## config.mk

```make
export PLATFORM = sky130hd
export DESIGN_NAME = binary_mask_quality_metrics_core
export DESIGN_NICKNAME = d
export VERILOG_FILES = /design/src/sv/bmqm_pkg.sv /design/src/sv/bmqm_front.sv /design/src/sv/bmqm_fifo.sv /design/src/sv/bmqm_div.sv /design/src/sv/bmqm_back.sv /design/src/sv/binary_mask_quality_metrics_core.sv
export SDC_FILE = /design/constraint.sdc
export NUM_CORES = 2
export LEC_CHECK = 0
export BUFFER_PORTS_ARGS = -buffer_cell sky130_fd_sc_hd__buf_2
export CORE_MARGIN = 5
export CORE_UTILIZATION = 30
export CTS_CLUSTER_DIAMETER = 200
export DETAILED_ROUTE_END_ITERATION = 8
export SYNTH_ARGS = -nofsm -noshare
export SYNTH_HDL_FRONTEND = slang
export SYNTH_HIERARCHICAL = 1
export SYNTH_SLANG_ARGS = --single-unit
```

## constraint.sdc

```tcl
create_clock -name clock -period 14.85 [get_ports clock]
set_input_delay 1.485 -clock clock [delete_from_list [all_inputs] [get_ports clock]]
set_output_delay 1.485 -clock clock [all_outputs]
set_load 0.02 [all_outputs]
```

## src/sv/bmqm_pkg.sv

```systemverilog
// ----------------------------------------------------------------------------
// bmqm_pkg
// shared widths, payload structs and codes for the mask quality metrics core
// ----------------------------------------------------------------------------
package bmqm_pkg;

   localparam int CNT_W      = 24;
   localparam int FRAC_W     = 16;
   localparam int Q_W        = FRAC_W + 1;
   localparam int PIX_W      = 8;
   localparam int BETA_W     = 4;
   localparam int B2_W       = 2 * BETA_W;
   localparam int WT_W       = B2_W;
   localparam int PROD_W     = WT_W + CNT_W;
   localparam int DEN_W      = PROD_W + 1;
   localparam int QUEUE_DEPTH_DEFAULT = 2;

   localparam logic [BETA_W-1:0] BETA_RESET = BETA_W'(2);

   typedef enum logic [2:0] {
      M_PREC  = 3'd0,
      M_REC   = 3'd1,
      M_SPEC  = 3'd2,
      M_F1    = 3'd3,
      M_FBETA = 3'd4
   } metric_type;

   typedef struct packed {
      logic [PIX_W-1:0] truth_pixel;
      logic [PIX_W-1:0] pred_pixel;
      logic             frame_end;
   } req_type;

   typedef struct packed {
      logic [CNT_W-1:0] true_pos;
      logic [CNT_W-1:0] false_neg;
      logic [CNT_W-1:0] false_pos;
      logic [CNT_W-1:0] true_neg;
      logic [Q_W-1:0]   precision_q;
      logic [Q_W-1:0]   recall_q;
      logic [Q_W-1:0]   specificity_q;
      logic [Q_W-1:0]   f_one_q;
      logic [Q_W-1:0]   f_beta_q;
      logic             count_overflow;
   } rsp_type;

   typedef struct packed {
      logic [CNT_W-1:0] tp;
      logic [CNT_W-1:0] fn;
      logic [CNT_W-1:0] fp;
      logic [CNT_W-1:0] tn;
      logic             sat;
   } snap_type;

   typedef struct packed {
      logic             start;
      logic [DEN_W-1:0] num;
      logic [DEN_W-1:0] den;
   } div_req_type;

   typedef struct packed {
      logic           done;
      logic [Q_W-1:0] quo;
   } div_rsp_type;

endpackage

```

## src/sv/bmqm_front.sv

```systemverilog
// ----------------------------------------------------------------------------
// bmqm_front
// classifies pixel pairs and keeps the four saturating confusion counters
// ----------------------------------------------------------------------------
module bmqm_front
   import bmqm_pkg::*;
(
   input  logic     clock,
   input  logic     reset,
   input  logic     accept,
   input  req_type  pix,
   output logic     snap_push,
   output snap_type snap
);

   logic [CNT_W-1:0] tp_ff, fn_ff, fp_ff, tn_ff;
   logic [CNT_W-1:0] tp_in, fn_in, fp_in, tn_in;
   logic             sat_ff, sat_in;
   logic             truth_fg, pred_fg;

   assign truth_fg = |pix.truth_pixel;
   assign pred_fg  = |pix.pred_pixel;

   always_comb begin
      tp_in  = tp_ff;
      fn_in  = fn_ff;
      fp_in  = fp_ff;
      tn_in  = tn_ff;
      sat_in = sat_ff;
      if (accept) begin
         case ({truth_fg, pred_fg})
            2'b11: begin
               if (&tp_ff) sat_in = 1'b1;
               else tp_in = tp_ff + 1'b1;
            end
            2'b10: begin
               if (&fn_ff) sat_in = 1'b1;
               else fn_in = fn_ff + 1'b1;
            end
            2'b01: begin
               if (&fp_ff) sat_in = 1'b1;
               else fp_in = fp_ff + 1'b1;
            end
            default: begin
               if (&tn_ff) sat_in = 1'b1;
               else tn_in = tn_ff + 1'b1;
            end
         endcase
      end
   end

   assign snap_push = accept & pix.frame_end;
   assign snap      = '{tp: tp_in, fn: fn_in, fp: fp_in, tn: tn_in, sat: sat_in};

   always_ff @(posedge clock) begin
      if (reset || snap_push) begin
         tp_ff  <= '0;
         fn_ff  <= '0;
         fp_ff  <= '0;
         tn_ff  <= '0;
         sat_ff <= 1'b0;
      end else begin
         tp_ff  <= tp_in;
         fn_ff  <= fn_in;
         fp_ff  <= fp_in;
         tn_ff  <= tn_in;
         sat_ff <= sat_in;
      end
   end

endmodule

```

## src/sv/bmqm_fifo.sv

```systemverilog
// ----------------------------------------------------------------------------
// bmqm_fifo
// short register queue holding frame snapshots between front and back
// ----------------------------------------------------------------------------
module bmqm_fifo
   import bmqm_pkg::*;
#(
   parameter int DEPTH = QUEUE_DEPTH_DEFAULT,
   parameter int W     = $bits(snap_type)
) (
   input  logic         clock,
   input  logic         reset,
   input  logic         push,
   input  logic [W-1:0] wr_data,
   input  logic         pop,
   output logic [W-1:0] rd_data,
   output logic         full,
   output logic         empty
);

   localparam int PTR_W = (DEPTH > 1) ? $clog2(DEPTH) : 1;
   localparam int CNT_BITS = $clog2(DEPTH + 1);

   logic [W-1:0]        mem_ff [DEPTH];
   logic [PTR_W-1:0]    wr_ptr_ff, wr_ptr_in, rd_ptr_ff, rd_ptr_in;
   logic [CNT_BITS-1:0] count_ff, count_in;
   logic                do_push, do_pop;

   assign full    = (count_ff == CNT_BITS'(DEPTH));
   assign empty   = (count_ff == '0);
   assign do_push = push & ~full;
   assign do_pop  = pop & ~empty;
   assign rd_data = mem_ff[rd_ptr_ff];

   always_comb begin
      wr_ptr_in = wr_ptr_ff;
      rd_ptr_in = rd_ptr_ff;
      count_in  = count_ff;
      if (do_push) begin
         wr_ptr_in = (wr_ptr_ff == PTR_W'(DEPTH - 1)) ? '0 : wr_ptr_ff + 1'b1;
      end
      if (do_pop) begin
         rd_ptr_in = (rd_ptr_ff == PTR_W'(DEPTH - 1)) ? '0 : rd_ptr_ff + 1'b1;
      end
      if (do_push && !do_pop) count_in = count_ff + 1'b1;
      else if (do_pop && !do_push) count_in = count_ff - 1'b1;
   end

   always_ff @(posedge clock) begin
      if (reset) begin
         wr_ptr_ff <= '0;
         rd_ptr_ff <= '0;
         count_ff  <= '0;
      end else begin
         wr_ptr_ff <= wr_ptr_in;
         rd_ptr_ff <= rd_ptr_in;
         count_ff  <= count_in;
      end
   end

   always_ff @(posedge clock) begin
      if (do_push) mem_ff[wr_ptr_ff] <= wr_data;
   end

endmodule

```

## src/sv/bmqm_div.sv

```systemverilog
// ----------------------------------------------------------------------------
// bmqm_div
// restoring fraction divider, one quotient bit per cycle
// ----------------------------------------------------------------------------
module bmqm_div
   import bmqm_pkg::*;
(
   input  logic        clock,
   input  logic        reset,
   input  div_req_type req,
   output div_rsp_type rsp
);

   localparam int ITER_W = $clog2(FRAC_W + 1);

   logic                busy_ff, busy_in;
   logic                done_ff, done_in;
   logic [ITER_W-1:0]   cnt_ff, cnt_in;
   logic [DEN_W-1:0]    r_ff, r_in, den_ff, den_in;
   logic [FRAC_W-1:0]   q_ff, q_in;
   logic [Q_W-1:0]      quo_ff, quo_in;
   logic [DEN_W:0]      shifted;
   logic                ge;

   assign shifted = {r_ff, 1'b0};
   assign ge      = (shifted >= {1'b0, den_ff});

   always_comb begin
      busy_in = busy_ff;
      done_in = 1'b0;
      cnt_in  = cnt_ff;
      r_in    = r_ff;
      den_in  = den_ff;
      q_in    = q_ff;
      quo_in  = quo_ff;
      if (busy_ff) begin
         r_in   = ge ? DEN_W'(shifted - {1'b0, den_ff}) : DEN_W'(shifted);
         q_in   = {q_ff[FRAC_W-2:0], ge};
         cnt_in = cnt_ff - 1'b1;
         if (cnt_ff == ITER_W'(1)) begin
            busy_in = 1'b0;
            done_in = 1'b1;
            quo_in  = {1'b0, q_in};
         end
      end else if (req.start) begin
         if (req.den == '0) begin
            done_in = 1'b1;
            quo_in  = '0;
         end else if (req.num >= req.den) begin
            done_in = 1'b1;
            quo_in  = Q_W'(1) << FRAC_W;
         end else begin
            busy_in = 1'b1;
            r_in    = req.num;
            den_in  = req.den;
            q_in    = '0;
            cnt_in  = ITER_W'(FRAC_W);
         end
      end
   end

   always_ff @(posedge clock) begin
      if (reset) begin
         busy_ff <= 1'b0;
         done_ff <= 1'b0;
      end else begin
         busy_ff <= busy_in;
         done_ff <= done_in;
      end
   end

   always_ff @(posedge clock) begin
      cnt_ff <= cnt_in;
      r_ff   <= r_in;
      den_ff <= den_in;
      q_ff   <= q_in;
      quo_ff <= quo_in;
   end

   assign rsp = '{done: done_ff, quo: quo_ff};

endmodule

```

## src/sv/bmqm_back.sv

```systemverilog
// ----------------------------------------------------------------------------
// bmqm_back
// per-frame sequencer: beta weights, five fractions, result register
// ----------------------------------------------------------------------------
module bmqm_back
   import bmqm_pkg::*;
(
   input  logic              clock,
   input  logic              reset,
   input  logic              snap_empty,
   input  snap_type          snap,
   output logic              snap_pop,
   input  logic [BETA_W-1:0] beta,
   input  logic              pop,
   output logic              empty,
   output rsp_type           rsp_data
);

   typedef enum logic [5:0] {
      S_IDLE = 6'b000001,
      S_PREP = 6'b000010,
      S_MULT = 6'b000100,
      S_LOAD = 6'b001000,
      S_WAIT = 6'b010000,
      S_EMIT = 6'b100000
   } state_type;

   state_type         state_ff, state_in;
   metric_type        sel_ff, sel_in;
   snap_type          snap_ff, snap_in;
   logic [B2_W-1:0]   b2_ff, b2_in;
   logic [PROD_W-1:0] fbn_ff, fbn_in, b2fn_ff, b2fn_in;
   logic [WT_W-1:0]   wt;
   logic [Q_W-1:0]    prec_ff, rec_ff, spec_ff, f1_ff, fb_ff;
   logic [Q_W-1:0]    prec_in, rec_in, spec_in, f1_in, fb_in;
   rsp_type           out_ff, out_in;
   logic              out_valid_ff, out_valid_in;
   logic [DEN_W-1:0]  tp_d, fn_d, fp_d, tn_d;
   div_req_type       div_req;
   div_rsp_type       div_rsp;

   assign tp_d = DEN_W'(snap_ff.tp);
   assign fn_d = DEN_W'(snap_ff.fn);
   assign fp_d = DEN_W'(snap_ff.fp);
   assign tn_d = DEN_W'(snap_ff.tn);
   assign wt   = b2_ff + 1'b1;

   // operand select for the shared divider
   always_comb begin
      div_req.start = (state_ff == S_LOAD);
      unique case (sel_ff)
         M_PREC: begin
            div_req.num = tp_d;
            div_req.den = tp_d + fp_d;
         end
         M_REC: begin
            div_req.num = tp_d;
            div_req.den = tp_d + fn_d;
         end
         M_SPEC: begin
            div_req.num = tn_d;
            div_req.den = tn_d + fp_d;
         end
         M_F1: begin
            div_req.num = tp_d << 1;
            div_req.den = (tp_d << 1) + fn_d + fp_d;
         end
         M_FBETA: begin
            div_req.num = DEN_W'(fbn_ff);
            div_req.den = DEN_W'(fbn_ff) + DEN_W'(b2fn_ff) + fp_d;
         end
         default: begin
            div_req.num = '0;
            div_req.den = '0;
         end
      endcase
   end

   bmqm_div u_div (
      .clock (clock),
      .reset (reset),
      .req   (div_req),
      .rsp   (div_rsp)
   );

   always_comb begin
      state_in     = state_ff;
      sel_in       = sel_ff;
      snap_in      = snap_ff;
      b2_in        = b2_ff;
      fbn_in       = fbn_ff;
      b2fn_in      = b2fn_ff;
      prec_in      = prec_ff;
      rec_in       = rec_ff;
      spec_in      = spec_ff;
      f1_in        = f1_ff;
      fb_in        = fb_ff;
      out_in       = out_ff;
      out_valid_in = out_valid_ff & ~pop;
      snap_pop     = 1'b0;
      unique case (state_ff)
         S_IDLE: begin
            if (!snap_empty) begin
               snap_pop = 1'b1;
               snap_in  = snap;
               state_in = S_PREP;
            end
         end
         S_PREP: begin
            b2_in    = B2_W'(beta) * B2_W'(beta);
            state_in = S_MULT;
         end
         S_MULT: begin
            fbn_in   = PROD_W'(wt) * PROD_W'(snap_ff.tp);
            b2fn_in  = PROD_W'(b2_ff) * PROD_W'(snap_ff.fn);
            sel_in   = M_PREC;
            state_in = S_LOAD;
         end
         S_LOAD: begin
            state_in = S_WAIT;
         end
         S_WAIT: begin
            if (div_rsp.done) begin
               state_in = S_LOAD;
               case (sel_ff)
                  M_PREC: begin
                     prec_in = div_rsp.quo;
                     sel_in  = M_REC;
                  end
                  M_REC: begin
                     rec_in = div_rsp.quo;
                     sel_in = M_SPEC;
                  end
                  M_SPEC: begin
                     spec_in = div_rsp.quo;
                     sel_in  = M_F1;
                  end
                  M_F1: begin
                     f1_in  = div_rsp.quo;
                     sel_in = M_FBETA;
                  end
                  default: begin
                     fb_in    = div_rsp.quo;
                     state_in = S_EMIT;
                  end
               endcase
            end
         end
         S_EMIT: begin
            if (!out_valid_ff || pop) begin
               out_in = '{true_pos:       snap_ff.tp,
                          false_neg:      snap_ff.fn,
                          false_pos:      snap_ff.fp,
                          true_neg:       snap_ff.tn,
                          precision_q:    prec_ff,
                          recall_q:       rec_ff,
                          specificity_q:  spec_ff,
                          f_one_q:        f1_ff,
                          f_beta_q:       fb_ff,
                          count_overflow: snap_ff.sat};
               out_valid_in = 1'b1;
               state_in     = S_IDLE;
            end
         end
         default: state_in = S_IDLE;
      endcase
   end

   always_ff @(posedge clock) begin
      if (reset) begin
         state_ff     <= S_IDLE;
         sel_ff       <= M_PREC;
         out_valid_ff <= 1'b0;
      end else begin
         state_ff     <= state_in;
         sel_ff       <= sel_in;
         out_valid_ff <= out_valid_in;
      end
   end

   always_ff @(posedge clock) begin
      snap_ff <= snap_in;
      b2_ff   <= b2_in;
      fbn_ff  <= fbn_in;
      b2fn_ff <= b2fn_in;
      prec_ff <= prec_in;
      rec_ff  <= rec_in;
      spec_ff <= spec_in;
      f1_ff   <= f1_in;
      fb_ff   <= fb_in;
      out_ff  <= out_in;
   end

   assign empty    = ~out_valid_ff;
   assign rsp_data = out_ff;

endmodule

```

## src/sv/binary_mask_quality_metrics_core.sv

```systemverilog
// ----------------------------------------------------------------------------
// binary_mask_quality_metrics_core
// confusion counts, precision, recall, specificity, F1 and F-beta per frame
// ----------------------------------------------------------------------------
// Pixel beats enter through a queue-style port: push with req_data while full
// is low. Any nonzero pixel is foreground. Pixels are taken every cycle; full
// rises only when QUEUE_DEPTH finished frames are still waiting for the back
// end. A beat with frame_end closes the frame: its counts are snapshotted,
// the counters clear, and the next frame starts on the following beat.
// Each frame gives one result beat on rsp_data, shown while empty is low and
// taken with pop. The back end works one frame at a time: it forms the
// beta weights in S_PREP and S_MULT, then computes five fractions in turn
// on one shared divider at one quotient bit a cycle.
// If pop is held low, the finished result waits in the output register, the
// next frame is computed and held in the back end, and later frames wait in
// the snapshot queue; the front keeps counting until that queue is full.
// The beta register is written with valid and csr_beta (ready is always
// high); the user must write it only while the block is idle, which the
// block itself does not enforce. Reset clears the counters, the snapshot
// queue and the result valid flag and sets beta to 2.
// ----------------------------------------------------------------------------
module binary_mask_quality_metrics_core
   import bmqm_pkg::*;
#(
   parameter int QUEUE_DEPTH = QUEUE_DEPTH_DEFAULT
) (
   input  logic              clock,
   input  logic              reset,
   input  logic              push,
   output logic              full,
   input  req_type           req_data,
   input  logic              pop,
   output logic              empty,
   output rsp_type           rsp_data,
   input  logic              valid,
   output logic              ready,
   input  logic [BETA_W-1:0] csr_beta
);

   logic              accept;
   logic              snap_push, snap_pop, snap_empty;
   snap_type          snap_wr, snap_rd;
   logic [BETA_W-1:0] beta_ff;

   assign ready  = 1'b1;
   assign accept = push & ~full;

   always_ff @(posedge clock) begin
      if (reset) begin
         beta_ff <= BETA_RESET;
      end else if (valid) begin
         beta_ff <= csr_beta;
      end
   end

   bmqm_front u_front (
      .clock     (clock),
      .reset     (reset),
      .accept    (accept),
      .pix       (req_data),
      .snap_push (snap_push),
      .snap      (snap_wr)
   );

   bmqm_fifo #(
      .DEPTH (QUEUE_DEPTH),
      .W     ($bits(snap_type))
   ) u_fifo (
      .clock   (clock),
      .reset   (reset),
      .push    (snap_push),
      .wr_data (snap_wr),
      .pop     (snap_pop),
      .rd_data (snap_rd),
      .full    (full),
      .empty   (snap_empty)
   );

   bmqm_back u_back (
      .clock      (clock),
      .reset      (reset),
      .snap_empty (snap_empty),
      .snap       (snap_rd),
      .snap_pop   (snap_pop),
      .beta       (beta_ff),
      .pop        (pop),
      .empty      (empty),
      .rsp_data   (rsp_data)
   );

endmodule

```

Yosys cells after proc, flatten, opt, wreduce, memory -nomap -nowiden
Memories as Yosys holds them, arrays and structs flattened. A register that Yosys moved wholly into a read port is not among the register bits.
Cells that the tools add are included.
{ "op_classes": {"n_shift": 0, "n_div": 0, "n_mul": 3, "n_reduce_logical": 34, "n_mux": 65, "add_sub_neg": 18, "bitwise": 13, "n_eq_ne": 22, "magnitude_cmp": 2} }
{ "op_table": {"columns": ["cell", "count"], "rows": [
  ["$pmux W65 S5", 1],
  ["$mux W24", 12],
  ["$mux W33", 5],
  ["$add A24 B1 Y24 const B", 4],
  ["$reduce_and A24 Y1", 4],
  ["$mux W17", 5],
  ["$add A24 B24 Y25", 3],
  ["$add A33 B24 Y33", 2],
  ["$mul A8 B24 Y32", 2],
  ["$mux W15", 4],
  ["$pmux W6 S6", 1],
  ["$ge A34 B33 Y1", 1],
  ["$add A32 B32 Y33", 1],
  ["$ge A33 B33 Y1", 1],
  ["$logic_not A33 Y1", 1],
  ["$sub A33 B33 Y33", 1],
  ["$reduce_and A3 Y1", 9],
  ["$add A25 B24 Y26", 1],
  ["$mux W6", 4],
  ["$mux W1", 23],
  ["$mux W5", 4],
  ["$reduce_or A8 Y1", 2],
  ["$pmux W3 S4", 1],
  ["$add A8 B1 Y8 const B", 1],
  ["37 further kinds", 64]
]} }
{ "word_totals": {"mem_count": 1, "input_bits": 26, "out_inout_bits": 185, "latchBits": 0, "regBits": 559, "mem_bits_ro": 0, "mem_bits_rw": 194, "word_cells": 195} }
{ "mem_list": {"columns": ["memory", "words", "width", "read_ports", "rd_ports_with_merged_regs", "wr", "line_no", "text"], "rows": [
  ["u_fifo.mem_ff", 2, 97, 1, 1, 1, "bmqm_fifo.sv:24", "logic [W-1:0] mem_ff [DEPTH];"]
]} }

Longest topological paths before layout
{ "logic_depth": {"depth_word": 9, "depth_mapped": 28, "mapped_depth_nobuf": 26} }

Modules after synthesis
The synthesis kept the hierarchy.
{ "by_module_without_submodules": {"columns": ["mod", "area_each_um2", "n_inst", "cells_per_inst"], "rows": [
  ["bmqm_back", 32979.1, 1, 2891],
  ["bmqm_fifo", 7334.5, 1, 327],
  ["bmqm_div", 6784.0, 1, 656],
  ["bmqm_front", 5635.4, 1, 699],
  ["binary_mask_quality_metrics_core", 161.4, 1, 16]
]} }

Worst setup path before layout
OpenSTA, ideal clock, no wires.
{ "synth_timing": {"path_type": "register to register", "from": "reg u_back.sel_ff[2]", "to": "reg u_back.u_div.den_ff[0], enable pin", "path_slack_ns": 4.055, "setup_ns": 0.601, "path_stages_with_launch": 25, "path_buffers": 2, "period_less_slack_ns": 10.795, "required_ns": 14.249, "arrival_time_ns": 10.194, "cell_sequence": "dfxtp_1 or2_2 clkbuf_1 nor2_1 clkbuf_1 mux2_2 ha_1 inv_1 fa_1 nor2b_1 o31ai_1 a21oi_1 a211oi_1 nor4_1 or4_1 nand2_1 xor2_1 o21ai_0 inv_1 ha_1 a21o_1 a21o_1 a211oi_1 nor3_1 a2111oi_0"} }
{ "synth_lines": {"columns": ["element", "line_no", "text"], "rows": [
  ["from (decl)", "bmqm_back.sv:29", "metric_type sel_ff, sel_in;"],
  ["from (signal assigned)", "bmqm_back.sv:176", "sel_ff <= sel_in;"],
  ["to (signal assigned)", "bmqm_div.sv:75", "den_ff <= den_in;"],
  ["to (decl)", "bmqm_div.sv:19", "logic [DEN_W-1:0] r_ff, r_in, den_ff, den_in;"]
]} }

==> flow_metrics.env <==
export IMPL_timing_hold_ws_ns=0.414
export IMPL_yosysWarningCount=6
export IMPL_synth_top_area_share_pct=41.6
export IMPL_worst_ep_required_time_ns=15.19
export IMPL_clock_latency_ns=0.74
export IMPL_placeableCoreArea_um2=176000
export IMPL_finalSetupTns_ns=0
export IMPL_wl_per_cell_um=21.0
export IMPL_ys_types=98
export IMPL_synth_common_cells="732 x edfxtp_1, 385 x inv_1, 311 x and2_1, 309 x ha_1, 299 x nand2_1"
export IMPL_status="complete, no violations"
export IMPL_hold_buffers=0
export IMPL_drive_gt1_share_pct=13.0
export IMPL_regArea_um2=24400
export IMPL_initial_core_util_pct=30.1
export IMPL_worst_pin_slew_ns=1.13
export IMPL_num_fill_cells=17500
export IMPL_synth_edf_count=732
export IMPL_layout_nets=5442
export IMPL_critPathMaxStageDelay_ns=0.93
export IMPL_maxSlewViolCount=0
export IMPL_maxCapViolCount=0
export IMPL_synth_area_um2=52900
export IMPL_cts_buffers=97
export IMPL_clock_sinks=850
export IMPL_min_path_type="reg2reg"
export IMPL_syn2layout_area_growth_pct=13.7
export IMPL_synth_most_common_cell="edfxtp_1"
export IMPL_synthCells=4589
export IMPL_grt_pass1_vias=36300
export IMPL_ant_nets=0
export IMPL_end_kind="flip-flop"
export IMPL_drcViolationCount=0
export IMPL_port_buffers=209
export IMPL_dieArea_um2=185000
export IMPL_grt_usage_pct=16.1
export IMPL_netlist_top_cells_area="edfxtp_1 42%, fa_1 11%, ha_1 7.3%, dfxtp_1 4.5%, and2_1 3.7%"
export IMPL_rows=154
export IMPL_fin_crit_sh_pct=51.5
export IMPL_cts_resized=0
export IMPL_cp_arrival_ns=8.00
export IMPL_wirelength_um=152000
export IMPL_ys_async_sr_fraction_pct=0
export IMPL_synthAdderAreaFrac_pct=18.5
export IMPL_antenna_found_initial=14
export IMPL_vias=36300
export IMPL_cts_tree="built"
export IMPL_synth_compound_area_share_pct=9.93
export IMPL_criticalPathCategory="reg2reg"
export IMPL_crit_fanout=38
export IMPL_overflow=0
export IMPL_synth_top_family_by_area="adder cells"
export IMPL_cp_start_kind="flip-flop"
export IMPL_dpl_hpwl_um=111000
export IMPL_synth_seq_cells=850
export IMPL_grt_max_degree=90
export IMPL_fmaxAchievable_mhz=131
export IMPL_rsz0062_at_grt="false"
export IMPL_yosysTopAreaCell="edfxtp_1"
export IMPL_synthFlopType="edfxtp_1"
export IMPL_synth_simple_area_share_pct=13.2
export IMPL_io_pins=211
export IMPL_fin_worst_skew_ns=0.0414
export IMPL_first_pass_iters=6
export IMPL_gp_congestion=0.929
export IMPL_cts_root_buf="clkbuf_16"
export IMPL_synthMuxAreaShare_pct=4.65
export IMPL_clk_pin_slew_worst_paths_ns=0.06
export IMPL_synth_seq_area_share_pct=46.0
export IMPL_die_height_um=430
export IMPL_vias_per_cell=5.01
export IMPL_die_w_um=430
export IMPL_h_tree_depth=3
export IMPL_drt_iter0_drc=2896
export IMPL_synth_xor_area_share_pct=3.58
export IMPL_period_minus_slack_ns=7.65
export IMPL_grt_pass1_wl_um=228000
export IMPL_relSlewSlack_pct=24.7
export IMPL_syn_area_per_cell_um2=11.5
export IMPL_cts_buffer_depth=3
export IMPL_post_cts_buffers=0
export IMPL_hold_violations=0
export IMPL_crit_slowest_cell="o22ai_2"
export IMPL_setup_viol=0
export IMPL_multi_input_area_um2=26400
export IMPL_reg2reg_slack_ns=7.20
## worst max-delay path, delay by kind of cell, from the launching register on
family / cells / cell delay, ns
simple gates: 8 / 2.26
mux: 1 / 0.38
xor+xnor: 1 / 0.06
compound gates: 8 / 2.74
buf+inv: 4 / 0.78
flops: 1 / 0.31
fa+ha+maj: 3 / 0.70
## kinds of logic after synthesis
family / count (synthesis)
AOI/OAI and AO/OA: 824
xor gates and xnor gates: 216
adders and majority gates: 604
buffers and inverters: 558
DFF: 850
muxes: 218
other: 2
and+or+nand+nor: 1317
## state kept, by name, indices dropped and copies added (netlist names), 24 cells and up, named ones only
signal and flops:
u_fifo/mem_ff 194, u_back/rsp_data 182, u_back/snap_ff 49, u_back/u_div/den_ff 33
u_back/u_div/r_ff 33, u_back/b2fn_ff 32, u_back/fbn_ff 32, u_back/fn_d 24
u_back/fp_d 24, u_front/fn_ff 24, u_front/fp_ff 24, u_front/tn_ff 24
u_front/tp_ff 24
## final cells by class
type                    count  area share, %
inverters                 386           2.41
clock buffers             125           4.34
well taps                2340           4.87
clock inverters            56           1.15
diodes                      2        0.00832
flip-flops and latches    850           40.5
repair buffers            293           2.79
multi-input cells        3184           44.0
## path summary, 6_finish.rpt
kind | startpoint | endpoint | cells after the start
max | u_back/sel_ff[0]$_SDFFE_PP0P_ | u_back/u_div/quo_ff[10]$_SDFFCE_PN0P_ | 25
min | u_back/spec_ff[1]$_DFFE_PP_ | u_back/rsp_data[36]$_DFFE_PP_ | 0
max reg2reg | u_back/sel_ff[0]$_SDFFE_PP0P_ | u_back/u_div/quo_ff[10]$_SDFFCE_PN0P_ | 25
min reg2reg | u_back/spec_ff[1]$_DFFE_PP_ | u_back/rsp_data[36]$_DFFE_PP_ | 0
## metal layers
metal | vias to the layer above | track usage [%] | share of wire [%]
met5 | - | 0 | 0.017
met4 | 4 | 6.76 | 4.4
met3 | 258 | 2.79 | 6.5
met2 | 1192 | 25.9 | 46
met1 | 18000 | 21.5 | 43
li1 | 16800 | - | -
## stage by stage
stage / cells / utilization (%) / setup slack, ns / cell area [um2]
floorplan: 4592 / - / 4.06 / 52900
global placement: 7053 / 32.4 / 7.31 / 56800
detailed placement: 7053 / 32.4 / 7.14 / 56800
CTS: 7234 / 34.2 / 7.17 / 60200
global route: 7234 / 34.2 / 6.61 / 60200
finish: 7236 / 34.2 / 7.20 / 60200
## placed cells by master (no fill, tap or decap), drive strengths merged, types with 11 or more instances in the layout
master	instances
o22ai	15
mux2	132
and3	51
a211oi	35
clkinv	30
nand2	299
nand4	57
dfxtp	118
nor4	32
nor2b	48
a21o	110
nand3	116
or4	22
xnor2	121
and2	312
mux2i	86
nor3	41
o211ai	26
nand2b	44
ha	309
a21oi	276
bufinv	11
and4	12
o21bai	19
clkbuf	125
o21a	21
nor2	191
or3	63
o31ai	19
buf	293
xor2	95
edfxtp	732
fa	295
a31oi	30
o21ai	169
a2111oi	13
inv	396
Power is not shown: default switching activity piles up to over one toggle a cycle in this logic, so the estimate is an artifact.
